$ cat config.mk
export PLATFORM = sky130hd
export DESIGN_NAME = tracker_advert_filter_dedup
export DESIGN_NICKNAME = d
export VERILOG_FILES = /design/src/tafd_pkg.sv /design/src/tafd_ctrl.sv /design/src/tafd_datapath.sv /design/src/tracker_advert_filter_dedup.sv
export SDC_FILE = /design/constraint.sdc
export NUM_CORES = 2
export LEC_CHECK = 0
export BUFFER_PORTS_ARGS = -buffer_cell sky130_fd_sc_hd__buf_2
export CAP_MARGIN = 20
export CORE_MARGIN = 2
export CORE_UTILIZATION = 40
export CTS_CLUSTER_DIAMETER = 80
export DETAILED_ROUTE_END_ITERATION = 8
export SKIP_LAST_GASP = 1
export SLEW_MARGIN = 30
export SYNTH_ARGS = -nofsm -noshare
export SYNTH_HDL_FRONTEND = slang
export SYNTH_SLANG_ARGS = --single-unit
$ cat constraint.sdc
create_clock -name clock -period 17.2 [get_ports clock]
set_input_delay 3.44 -clock clock [delete_from_list [all_inputs] [get_ports clock]]
set_output_delay 3.44 -clock clock [all_outputs]
set_load 0.02 [all_outputs]
$ cat src/tafd_pkg.sv
// Package: shared types and constants for the advert filter.
`default_nettype none
package tafd_pkg;
   localparam logic [7:0] MANUF_TYPE   = 8'hFF;
   localparam logic [2:0] MIN_DATA_LEN = 3'd4;

   localparam logic [2:0] CSR_RELOG   = 3'd0;
   localparam logic [2:0] CSR_COMPANY = 3'd1;
   localparam logic [2:0] CSR_SUBTYPE = 3'd2;
   localparam logic [2:0] CSR_PLCODE  = 3'd3;
   localparam logic [2:0] CSR_MINLEN  = 3'd4;

   typedef enum logic [2:0] {
      ST_IDLE,
      ST_PARSE,
      ST_SCAN,
      ST_EVICT,
      ST_COMMIT,
      ST_EMIT
   } state_type;

   typedef struct packed {
      logic take_byte;
      logic scan_start;
      logic scan_step;
      logic evict_start;
      logic evict_step;
      logic commit;
      logic emit_start;
      logic emit_step;
   } cmd_type;

   typedef struct packed {
      logic capture_done;
      logic scan_last;
      logic scan_hit;
      logic table_full;
      logic evict_last;
      logic emit_last;
      logic repeat_hit;
   } stat_type;
endpackage
`default_nettype wire

$ cat src/tafd_ctrl.sv
// Controller: sequences byte parsing, table search, eviction and run output.
`default_nettype none
module tafd_ctrl
   import tafd_pkg::*;
(
   input  wire logic     clock,
   input  wire logic     reset,
   input  wire logic     req_valid,
   output logic          req_ready,
   output logic          rsp_valid,
   input  wire logic     rsp_ready,
   input  wire stat_type stat,
   output cmd_type       cmd
);
   state_type state_ff, state_in;

   always_ff @(posedge clock) begin
      if (reset) begin
         state_ff <= ST_IDLE;
      end else begin
         state_ff <= state_in;
      end
   end

   always_comb begin
      state_in = state_ff;
      case (state_ff)
         ST_IDLE: begin
            if (req_valid) state_in = ST_PARSE;
         end
         ST_PARSE: begin
            if (stat.capture_done) state_in = ST_SCAN;
            else state_in = ST_IDLE;
         end
         ST_SCAN: begin
            if (stat.scan_hit) state_in = ST_COMMIT;
            else if (stat.scan_last) begin
               if (stat.table_full) state_in = ST_EVICT;
               else state_in = ST_COMMIT;
            end
         end
         ST_EVICT: begin
            if (stat.evict_last) state_in = ST_COMMIT;
         end
         ST_COMMIT: begin
            // a repeat inside the interval produces no run
            if (stat.repeat_hit) state_in = ST_IDLE;
            else state_in = ST_EMIT;
         end
         ST_EMIT: begin
            if (rsp_ready && stat.emit_last) state_in = ST_IDLE;
         end
         default: state_in = ST_IDLE;
      endcase
   end

   always_comb begin
      cmd = '0;
      req_ready = 1'b0;
      rsp_valid = 1'b0;
      case (state_ff)
         ST_IDLE: begin
            req_ready = 1'b1;
            cmd.take_byte = req_valid;
         end
         ST_PARSE: begin
            cmd.scan_start = stat.capture_done;
         end
         ST_SCAN: begin
            cmd.scan_step = 1'b1;
            cmd.evict_start = stat.scan_last && !stat.scan_hit && stat.table_full;
         end
         ST_EVICT: cmd.evict_step = 1'b1;
         ST_COMMIT: begin
            cmd.commit = 1'b1;
         end
         ST_EMIT: begin
            rsp_valid = 1'b1;
            cmd.emit_step = rsp_ready;
         end
         default: ;
      endcase
   end
endmodule
`default_nettype wire

$ cat src/tafd_datapath.sv
// Datapath: record parser, capture buffer, seen-address table and output run.
`default_nettype none
module tafd_datapath
   import tafd_pkg::*;
#(
   parameter int TABLE_ENTRIES    = 32,
   parameter int CAPTURE_BYTES    = 31,
   parameter int MAX_ADVERT_BYTES = 62
) (
   input  wire logic              clock,
   input  wire logic              reset,
   input  wire cmd_type           cmd,
   output stat_type               stat,
   input  wire logic [2:0]        csr_index,
   input  wire logic              csr_write_enable,
   input  wire logic [31:0]       csr_write_data,
   input  wire logic              req_start_of_advert,
   input  wire logic [7:0]        req_adv_byte,
   input  wire logic [5:0]        req_advert_length,
   input  wire logic [47:0]       req_device_address,
   input  wire logic signed [7:0] req_signal_strength,
   input  wire logic [1:0]        req_address_kind,
   input  wire logic [31:0]       req_time_ms,
   output logic [7:0]             rsp_payload_byte,
   output logic [4:0]             rsp_payload_index,
   output logic [4:0]             rsp_payload_length,
   output logic                   rsp_last_of_run,
   output logic [47:0]            rsp_hit_address,
   output logic signed [7:0]      rsp_hit_strength,
   output logic [1:0]             rsp_hit_address_kind,
   output logic [31:0]            rsp_detection_count
);
   localparam int PW = $clog2(MAX_ADVERT_BYTES + 1);
   localparam int CW = $clog2(CAPTURE_BYTES);
   localparam int CLW = $clog2(CAPTURE_BYTES + 1);
   localparam int TW = (TABLE_ENTRIES > 1) ? $clog2(TABLE_ENTRIES) : 1;
   localparam int FW = $clog2(TABLE_ENTRIES + 1);
   localparam int RW = PW + 2;

   // configuration
   logic [31:0] relog_ff;
   logic [15:0] company_ff;
   logic [7:0]  subtype_ff, plcode_ff;
   logic [5:0]  minlen_ff;

   always_ff @(posedge clock) begin
      if (reset) begin
         relog_ff   <= 32'd300000;
         company_ff <= 16'h004C;
         subtype_ff <= 8'h12;
         plcode_ff  <= 8'h19;
         minlen_ff  <= 6'd29;
      end else if (csr_write_enable) begin
         case (csr_index)
            CSR_RELOG:   relog_ff   <= csr_write_data;
            CSR_COMPANY: company_ff <= csr_write_data[15:0];
            CSR_SUBTYPE: subtype_ff <= csr_write_data[7:0];
            CSR_PLCODE:  plcode_ff  <= csr_write_data[7:0];
            CSR_MINLEN:  minlen_ff  <= csr_write_data[5:0];
            default: ;
         endcase
      end
   end

   // parser state; register the input transaction first
   logic [PW-1:0] pos_ff, rstart_ff;
   logic [7:0]    rlen_ff;
   logic          done_ff, cap_ff;
   logic          sv_start_ff;
   logic [7:0]    sv_byte_ff;
   logic [5:0]    sv_len_ff;
   logic [47:0]   addr_ff;
   logic [7:0]    rssi_ff;
   logic [1:0]    kind_ff;
   logic [31:0]   now_ff;
   logic [CLW-1:0] caplen_ff;

   always_ff @(posedge clock) begin
      if (cmd.take_byte) begin
         sv_start_ff <= req_start_of_advert;
         sv_byte_ff  <= req_adv_byte;
         sv_len_ff   <= req_advert_length;
         addr_ff     <= req_device_address;
         rssi_ff     <= req_signal_strength;
         kind_ff     <= req_address_kind;
         now_ff      <= req_time_ms;
      end
   end

   logic [PW-1:0] limit;
   logic [PW-1:0] p0, rs0;
   logic [7:0]    rl0;
   logic          dn0, ca0;
   logic [RW-1:0] offset;
   logic [9:0]    endpos;
   logic [7:0]    data_len;
   logic [CLW-1:0] cap_len;
   logic [7:0]    need;
   logic [7:0]    d;
   logic          mism;
   logic [PW-1:0] pos_in, rstart_in;
   logic [7:0]    rlen_in;
   logic          done_in, cap_in, hit_in;
   logic          wr_buf;

   always_comb begin
      limit = (RW'(sv_len_ff) > RW'(MAX_ADVERT_BYTES)) ? PW'(MAX_ADVERT_BYTES)
                                                       : PW'(sv_len_ff);
      p0  = sv_start_ff ? '0 : pos_ff;
      rs0 = sv_start_ff ? '0 : rstart_ff;
      rl0 = sv_start_ff ? '0 : rlen_ff;
      dn0 = sv_start_ff ? 1'b0 : done_ff;
      ca0 = sv_start_ff ? 1'b0 : cap_ff;
      pos_in = p0; rstart_in = rs0; rlen_in = rl0; done_in = dn0; cap_in = ca0;
      hit_in = 1'b0; wr_buf = 1'b0;
      offset = RW'(p0) - RW'(rs0);
      // wide enough that position plus a length byte never wraps
      endpos = 10'(p0) + 10'd1 + 10'(sv_byte_ff);
      data_len = rl0 - 8'd1;
      cap_len = (data_len < 8'(CAPTURE_BYTES)) ? CLW'(data_len) : CLW'(CAPTURE_BYTES);
      need = ({2'b0, minlen_ff} < 8'(MIN_DATA_LEN)) ? 8'(MIN_DATA_LEN) : {2'b0, minlen_ff};
      d = 8'(offset - RW'(2));
      mism = ((d == 8'd0) && sv_byte_ff != company_ff[7:0]) ||
             ((d == 8'd1) && sv_byte_ff != company_ff[15:8]) ||
             ((d == 8'd2) && sv_byte_ff != subtype_ff) ||
             ((d == 8'd3) && sv_byte_ff != plcode_ff);
      if (!dn0) begin
         if (p0 >= limit) begin
            done_in = 1'b1;
         end else begin
            pos_in = p0 + PW'(1);
            if (offset == '0) begin
               if (sv_byte_ff == 8'd0 || endpos > 10'(limit)) done_in = 1'b1;
               else rlen_in = sv_byte_ff;
            end else begin
               if (offset == RW'(1)) begin
                  cap_in = (sv_byte_ff == MANUF_TYPE) && (data_len >= need);
               end else if (ca0 && d < 8'(cap_len)) begin
                  wr_buf = 1'b1;
                  if (mism) cap_in = 1'b0;
                  if (!mism && d + 8'd1 == 8'(cap_len)) begin
                     cap_in = 1'b0;
                     done_in = 1'b1;
                     hit_in = 1'b1;
                  end
               end
               if (!hit_in && offset >= RW'(rl0)) begin
                  rstart_in = p0 + PW'(1);
                  cap_in = 1'b0;
               end
            end
         end
      end
   end

   logic [7:0] cbuf [CAPTURE_BYTES];

   // parse update runs in the cycle after the transaction is registered
   logic parse_ff;
   always_ff @(posedge clock) begin
      if (reset) parse_ff <= 1'b0;
      else parse_ff <= cmd.take_byte;
   end

   always_ff @(posedge clock) begin
      if (reset) begin
         pos_ff <= '0; rstart_ff <= '0; rlen_ff <= '0;
         done_ff <= 1'b0; cap_ff <= 1'b0;
      end else if (parse_ff) begin
         pos_ff <= pos_in; rstart_ff <= rstart_in; rlen_ff <= rlen_in;
         done_ff <= done_in; cap_ff <= cap_in;
         caplen_ff <= cap_len;
      end
   end

   always_ff @(posedge clock) begin
      if (parse_ff && wr_buf) cbuf[d[CW-1:0]] <= sv_byte_ff;
   end
   assign stat.capture_done = parse_ff && hit_in;

   // seen-address table
   logic [47:0]   saddr [TABLE_ENTRIES];
   logic [31:0]   stime [TABLE_ENTRIES];
   logic [FW-1:0] fill_ff;
   logic [FW-1:0] sidx_ff;
   logic [47:0]   rd_addr_ff;
   logic [31:0]   rd_time_ff;
   logic          rd_ok_ff;
   logic [TW-1:0] best_ff, tgt_ff;
   logic [31:0]   best_time_ff;
   logic          repeat_ff;
   logic [31:0]   hits_ff;

   // read stream: issue index sidx, data back in the next cycle
   always_ff @(posedge clock) begin
      rd_addr_ff <= saddr[sidx_ff[TW-1:0]];
      rd_time_ff <= stime[sidx_ff[TW-1:0]];
      if (cmd.commit && !repeat_ff) begin
         saddr[tgt_ff] <= addr_ff;
         stime[tgt_ff] <= now_ff;
      end
   end

   logic [FW-1:0] rd_idx_ff;
   logic          scanning_ff, evicting_ff;
   logic          rd_live;
   logic          hit_now, full;

   assign full = (fill_ff == FW'(TABLE_ENTRIES));
   assign rd_live = rd_ok_ff && (scanning_ff ? (rd_idx_ff < fill_ff) : 1'b1);
   assign hit_now = scanning_ff && rd_live && (rd_addr_ff == addr_ff);
   assign stat.scan_hit = hit_now;
   assign stat.table_full = full;
   assign stat.repeat_hit = repeat_ff;
   assign stat.scan_last = scanning_ff &&
                           ((fill_ff == '0) || (rd_ok_ff && rd_idx_ff + FW'(1) >= fill_ff));
   assign stat.evict_last = evicting_ff && rd_ok_ff &&
                            (rd_idx_ff == FW'(TABLE_ENTRIES - 1));

   always_ff @(posedge clock) begin
      if (reset) begin
         fill_ff <= '0; hits_ff <= '0;
         scanning_ff <= 1'b0; evicting_ff <= 1'b0; rd_ok_ff <= 1'b0;
         sidx_ff <= '0;
      end else begin
         rd_ok_ff <= 1'b0;
         if (cmd.scan_start) begin
            scanning_ff <= 1'b1;
            sidx_ff <= FW'(1);
            rd_idx_ff <= '0;
            rd_ok_ff <= 1'b1;
            repeat_ff <= 1'b0;
            tgt_ff <= fill_ff[TW-1:0];
         end
         if (cmd.scan_step && scanning_ff) begin
            if (rd_ok_ff) rd_idx_ff <= rd_idx_ff + FW'(1);
            rd_ok_ff <= 1'b1;
            sidx_ff <= sidx_ff + FW'(1);
            if (hit_now) begin
               scanning_ff <= 1'b0;
               tgt_ff <= rd_idx_ff[TW-1:0];
               repeat_ff <= (now_ff - rd_time_ff) < relog_ff;
            end else if (stat.scan_last) begin
               scanning_ff <= 1'b0;
               tgt_ff <= fill_ff[TW-1:0];
            end
         end
         if (cmd.evict_start) begin
            // point the read stream at entry 0 for the first eviction cycle
            evicting_ff <= 1'b1;
            sidx_ff <= '0;
            rd_idx_ff <= '0;
            rd_ok_ff <= 1'b0;
            best_ff <= '0;
         end
         if (cmd.evict_step) begin
            rd_ok_ff <= 1'b1;
            if (rd_ok_ff) begin
               rd_idx_ff <= rd_idx_ff + FW'(1);
               if (rd_idx_ff == '0 || rd_time_ff < best_time_ff) begin
                  best_ff <= rd_idx_ff[TW-1:0];
                  best_time_ff <= rd_time_ff;
                  if (stat.evict_last) tgt_ff <= rd_idx_ff[TW-1:0];
               end else if (stat.evict_last) begin
                  tgt_ff <= best_ff;
               end
               if (!stat.evict_last) sidx_ff <= sidx_ff + FW'(1);
               else evicting_ff <= 1'b0;
            end else begin
               sidx_ff <= FW'(1);
            end
         end
         if (!cmd.scan_step && !cmd.evict_step && !cmd.evict_start) sidx_ff <= '0;
         if (cmd.scan_start) sidx_ff <= FW'(1);
         if (cmd.commit && !repeat_ff) begin
            hits_ff <= hits_ff + 32'd1;
            if (!full && tgt_ff == fill_ff[TW-1:0]) fill_ff <= fill_ff + FW'(1);
         end
      end
   end

   // output run
   logic [CLW-1:0] eidx_ff;
   always_ff @(posedge clock) begin
      if (reset) begin
         eidx_ff <= '0;
      end else begin
         if (cmd.commit) begin
            eidx_ff <= '0;
         end else if (cmd.emit_step) begin
            eidx_ff <= eidx_ff + CLW'(1);
         end
      end
   end

   assign stat.emit_last = (eidx_ff + CLW'(1) == caplen_ff);

   assign rsp_payload_byte     = cbuf[eidx_ff[CW-1:0]];
   assign rsp_payload_index    = 5'(eidx_ff);
   assign rsp_payload_length   = 5'(caplen_ff);
   assign rsp_last_of_run      = (eidx_ff + CLW'(1) == caplen_ff);
   assign rsp_hit_address      = addr_ff;
   assign rsp_hit_strength     = rssi_ff;
   assign rsp_hit_address_kind = kind_ff;
   assign rsp_detection_count  = hits_ff;
endmodule
`default_nettype wire

$ cat src/tracker_advert_filter_dedup.sv
// Top level: advert record filter with recently-seen address dedup.
//
//   channel | direction | handshake              | moves
//   req_    | in        | req_valid / req_ready  | one advert byte per transaction
//   rsp_    | out       | rsp_valid / rsp_ready  | one captured payload byte
//   csr_    | in        | csr_write_enable       | register write, no wait
//
// Sequence: a byte that completes no capture is accepted, then parsed.
// The last byte of a matching record adds a table search over the filled
// entries until a hit, an eviction search over every entry when the table is
// full and the address is new, a commit step, then the results, each sent on
// rsp_ready; a repeat inside the interval skips the results.
// Reset is synchronous; table contents are undefined, only filled slots are read.
// A stalled rsp_ready holds the run; no new transaction is taken meanwhile.
`default_nettype none
module tracker_advert_filter_dedup
   import tafd_pkg::*;
#(
   parameter int TABLE_ENTRIES    = 32,
   parameter int CAPTURE_BYTES    = 31,
   parameter int MAX_ADVERT_BYTES = 62
) (
   input  wire logic              clock,
   input  wire logic              reset,
   input  wire logic              csr_write_enable,
   input  wire logic [2:0]        csr_index,
   input  wire logic [31:0]       csr_write_data,
   input  wire logic              req_valid,
   output logic                   req_ready,
   input  wire logic              req_start_of_advert,
   input  wire logic [7:0]        req_adv_byte,
   input  wire logic [5:0]        req_advert_length,
   input  wire logic [47:0]       req_device_address,
   input  wire logic signed [7:0] req_signal_strength,
   input  wire logic [1:0]        req_address_kind,
   input  wire logic [31:0]       req_time_ms,
   output logic                   rsp_valid,
   input  wire logic              rsp_ready,
   output logic [7:0]             rsp_payload_byte,
   output logic [4:0]             rsp_payload_index,
   output logic [4:0]             rsp_payload_length,
   output logic                   rsp_last_of_run,
   output logic [47:0]            rsp_hit_address,
   output logic signed [7:0]      rsp_hit_strength,
   output logic [1:0]             rsp_hit_address_kind,
   output logic [31:0]            rsp_detection_count
);
   cmd_type  cmd;
   stat_type stat;

   tafd_ctrl u_ctrl (
      .clock(clock), .reset(reset),
      .req_valid(req_valid), .req_ready(req_ready),
      .rsp_valid(rsp_valid), .rsp_ready(rsp_ready),
      .stat(stat), .cmd(cmd)
   );

   tafd_datapath #(
      .TABLE_ENTRIES(TABLE_ENTRIES),
      .CAPTURE_BYTES(CAPTURE_BYTES),
      .MAX_ADVERT_BYTES(MAX_ADVERT_BYTES)
   ) u_dp (
      .clock(clock), .reset(reset), .cmd(cmd), .stat(stat),
      .csr_index(csr_index), .csr_write_enable(csr_write_enable),
      .csr_write_data(csr_write_data),
      .req_start_of_advert(req_start_of_advert), .req_adv_byte(req_adv_byte),
      .req_advert_length(req_advert_length), .req_device_address(req_device_address),
      .req_signal_strength(req_signal_strength), .req_address_kind(req_address_kind),
      .req_time_ms(req_time_ms),
      .rsp_payload_byte(rsp_payload_byte), .rsp_payload_index(rsp_payload_index),
      .rsp_payload_length(rsp_payload_length), .rsp_last_of_run(rsp_last_of_run),
      .rsp_hit_address(rsp_hit_address), .rsp_hit_strength(rsp_hit_strength),
      .rsp_hit_address_kind(rsp_hit_address_kind),
      .rsp_detection_count(rsp_detection_count)
   );
endmodule
`default_nettype wire
==> results.tsv <==
stage	metric	value	unit
routing	WL final	332	mm
placed_design	Detailed Place HPWL	173	mm
grt	number of global-route vias before repair	63300	
clock_network	cts bufs inserted	341	
die	die height	565	um
clock_network	H-tree depth	5	
sta	Slew @ Worst Pin	1.04	ns
synthesis	top-area cell type share of the netlist area	70.8	%
placed_design	PortBufs	255	
synthesis	post-synthesis register bit count	3199	
hold_path	Hold Crit Class	reg2reg	
routing	vias per cell	5.74	
routing	Initial DRT Pass Iterations	5	
routing	initial detailed-routing violation count	7955	
routing	drt drc	0	
clock_network	post-CTS sizing	0	
worst_setup_path	CP required	13.76	ns
synthesis	number of synthesized flops with an enable pin	2967	
clock_network	CTS root buf	clkbuf_16	
die	starting density of the core	40.3	%
sta	final-report hold violation count	0	
worst_setup_path	R2R Path End	u_dp.cbuf[24][1]	
sta	RSZ-0062 raised after global routing	false	
sta	min Tclk post-route	7.36	ns
die	die footprint	319000	sq um
synthesis	Ys Warns	0	
worst_setup_path	flop-to-flop setup slack	10.93	ns
pwr	Sw Ratio	20.8	%
layout	layout cells sized above 1	29.1	%
synthesis	cells after synthesis	6053	
clock_network	Hold Buf Count CTS	0	
pwr	NetSw	3.38	mW
sta	maximum clock rate	0.136	GHz
die	Row Count	205	
placed_design	GPL Wtd Cong	0.867	
worst_setup_path	CP Capture Type	output pin	
synthesis	register area share after synthesis	74.5	%
synthesis	Async SR Flop Fraction	0	%
sta	Slew Limit Headroom	30.6	%
pwr	Combinational Power Share	2.3	%
clock_network	register clock-pin slew on the reported worst setup and hold paths	0.06	ns
die	IO Pins	256	
routing	Via Count	63200	
layout	P&R area growth vs syn	15.1	%
clock_network	sinks on the clock net	3199	
layout	final net count	6896	
grt	first-pass GRT wire length	469	mm
synthesis	syn_area_per_cell	20.8	sq um
synthesis	synth top area cells	edfxtp_1 71%, mux4_2 16%, dfxtp_1 3.7%	
pwr	leakage power of the design	45.3	nW
hold_path	Hold Path Depth	0	
worst_setup_path	critical path arrival	3.92	ns
synthesis	Syn Nets	6363	
grt	largest net degree at the start of global routing	132	
worst_setup_path	startpoint type of the worst setup path	register	
sta	Slew Limit Fails	0	
synthesis	Mapped Area	126000	sq um
worst_setup_path	R2R depth	18	
synthesis	Synth cell types	75	
job	max cap viols	0	
sta	final setup violating endpoints	0	
pwr	clock network fraction of design power	45.1	%
sta	setup_tns	0	ns
status	status	finished clean	
clock_network	post-CTS setup buffers	0	
clock_network	Clock Path Buffers	4	
worst_setup_path	worst r2r src	u_dp.sv_start_ff	
routing	routed len/inst	30.1	um
grt	initial antenna violation count	13	
clock_network	Clock Latency Late Sink	0.94	ns
grt	GR Overflow Total	0	
synthesis	Synth area leader	edfxtp_1	
hold_path	Min-Delay Endpoint	u_dp.best_time_ff[0]	
routing	ANT nets after route	0	
worst_setup_path	Crit Path Max Fanout	34	
pwr	Int Power	12.9	mW
synthesis	Primary FF master, synth	edfxtp_1	
worst_setup_path	Setup CP Type	reg2out	
clock_network	TritonCTS clock tree	yes	
layout	fillcell total	25900	
die	Die X	565	um
sta	WHS	0.460	ns
sta	final worst-path cycle share	42.8	%
sta	Final Skew	0.0862	ns
pwr	VDD IR max	0.0947	mV
hold_path	launch point of the worst hold path	u_dp.rd_time_ff[0]	
pwr	total power	16.3	mW
grt	GRT Util Overall	20.6	%
pwr	sequential power share	52.6	%
die	Core Area	312000	sq um
synthesis	Commonest cells post-synth	2967 x edfxtp_1, 872 x mux4_2, 232 x dfxtp_1	
synthesis	most common cell in the synthesized netlist	edfxtp_1	
pwr	power density over cell area	112	nW/um^2
registers in the layout, summed over array words and instances (netlist names), 8 cells and up, named ones only:
register	flops
u_dp.stime	1024
u_dp.now_ff	32
u_dp.subtype_ff	8
u_dp.relog_ff	32
u_dp.rsp_hit_address	48
u_dp.rd_addr_ff	48
u_dp.rsp_hit_strength	8
u_dp.rd_time_ff	32
u_dp.rlen_ff	8
u_dp.saddr	1536
u_dp.best_time_ff	32
u_dp.company_ff	16
u_dp.cbuf	248
u_dp.rsp_detection_count	32
u_dp.plcode_ff	8
u_dp.sv_byte_ff	8
cell type report:
class / count / area, sq um / share of cell area [%]
Clock buffer: 437 / 9250 / 6.39
Timing Repair Buffer: 460 / 3300 / 2.28
Sequential cell: 3199 / 93800 / 64.7
Inverter: 164 / 616 / 0.425
Clock inverter: 193 / 1990 / 1.37
Tap cell: 4140 / 5180 / 3.58
Antenna cell: 7 / 17.5 / 0.0121
Multi-Input combinational cell: 2420 / 30700 / 21.2
worst max path at each step:
stage / slack, ns / to / cells after the start
floorplan: 10.86 / u_dp.now_ff[0] / 1
global placement: 10.78 / rsp_payload_byte[0] / 5
detailed placement: 10.73 / rsp_payload_byte[0] / 5
CTS: 9.72 / rsp_payload_byte[0] / 5
global route: 9.62 / rsp_payload_byte[7] / 5
finish: 9.84 / rsp_payload_byte[7] / 5
critical path: stages (launching register included):
cell and delay, ns:
dfxtp_4 0.73, buf_4 0.62, mux4_2 0.59, mux4_2 0.52
mux2_2 0.33, buf_2 0.17
cell families after synthesis:
family / Yosys count / synth area share, %
adder cells (fa/ha/maj): 165 / 1.66
AO/OA/AOI/OAI: 374 / 1.93
AND/OR/NAND/NOR: 714 / 2.72
buffers and inverters: 434 / 1.30
multiplexers: 990 / 16.6
XOR/XNOR: 177 / 1.24
flip-flops: 3199 / 74.5
routing by layer:
layer  global-route usage [%]  up-vias  part of all wire [%]
met4                     5.37        6                   2.4
met3                     3.19      473                   7.9
met5                        0        -                 0.010
met2                     31.8     2665                    46
li1                         -    26000                     -
met1                     30.5    34100                    43
cells in the final DEF, fill, tap and decap left out, types with 30 or more instances in the layout:
master,instances
buf_4,149
a21o_1,31
inv_1,161
o21ai_0,72
ha_1,162
mux4_2,872
nor3_1,30
clkbuf_16,348
nand3_1,65
nor2_4,32
nand2b_1,33
clkinv_2,54
buf_2,254
edfxtp_1,2967
dfxtp_1,225
nor2b_1,31
xnor2_1,123
nand4_1,45
clkbuf_1,68
nand2_1,211
a21oi_1,121
nor2_1,155
xor2_1,52
clkinv_1,62
mux2_2,93
stage by stage:
stage,cell area (sq um),util [%],std cells,setup WS (ns)
global route,145000,46.4,11000,9.62
CTS,144000,46.2,11000,9.72
global placement,133000,42.6,10300,10.78
floorplan,126000,-,6053,10.86
detailed placement,133000,42.6,10400,10.73
finish,145000,46.4,11000,9.84
power by group through the flow:
stage / Sequential (mW) / Combinational [mW] / Clock (mW)
4_1_cts: 8.58 / 0.349 / 7.47
6_report: 8.56 / 0.371 / 7.34
2_1_floorplan: 8.78 / 0.131 / 0
3_3_place_gp: 8.74 / 0.333 / 0
3_5_place_dp: 8.74 / 0.348 / 0
5_1_grt: 8.56 / 0.406 / 7.76
(Power assumes the default switching activity.)
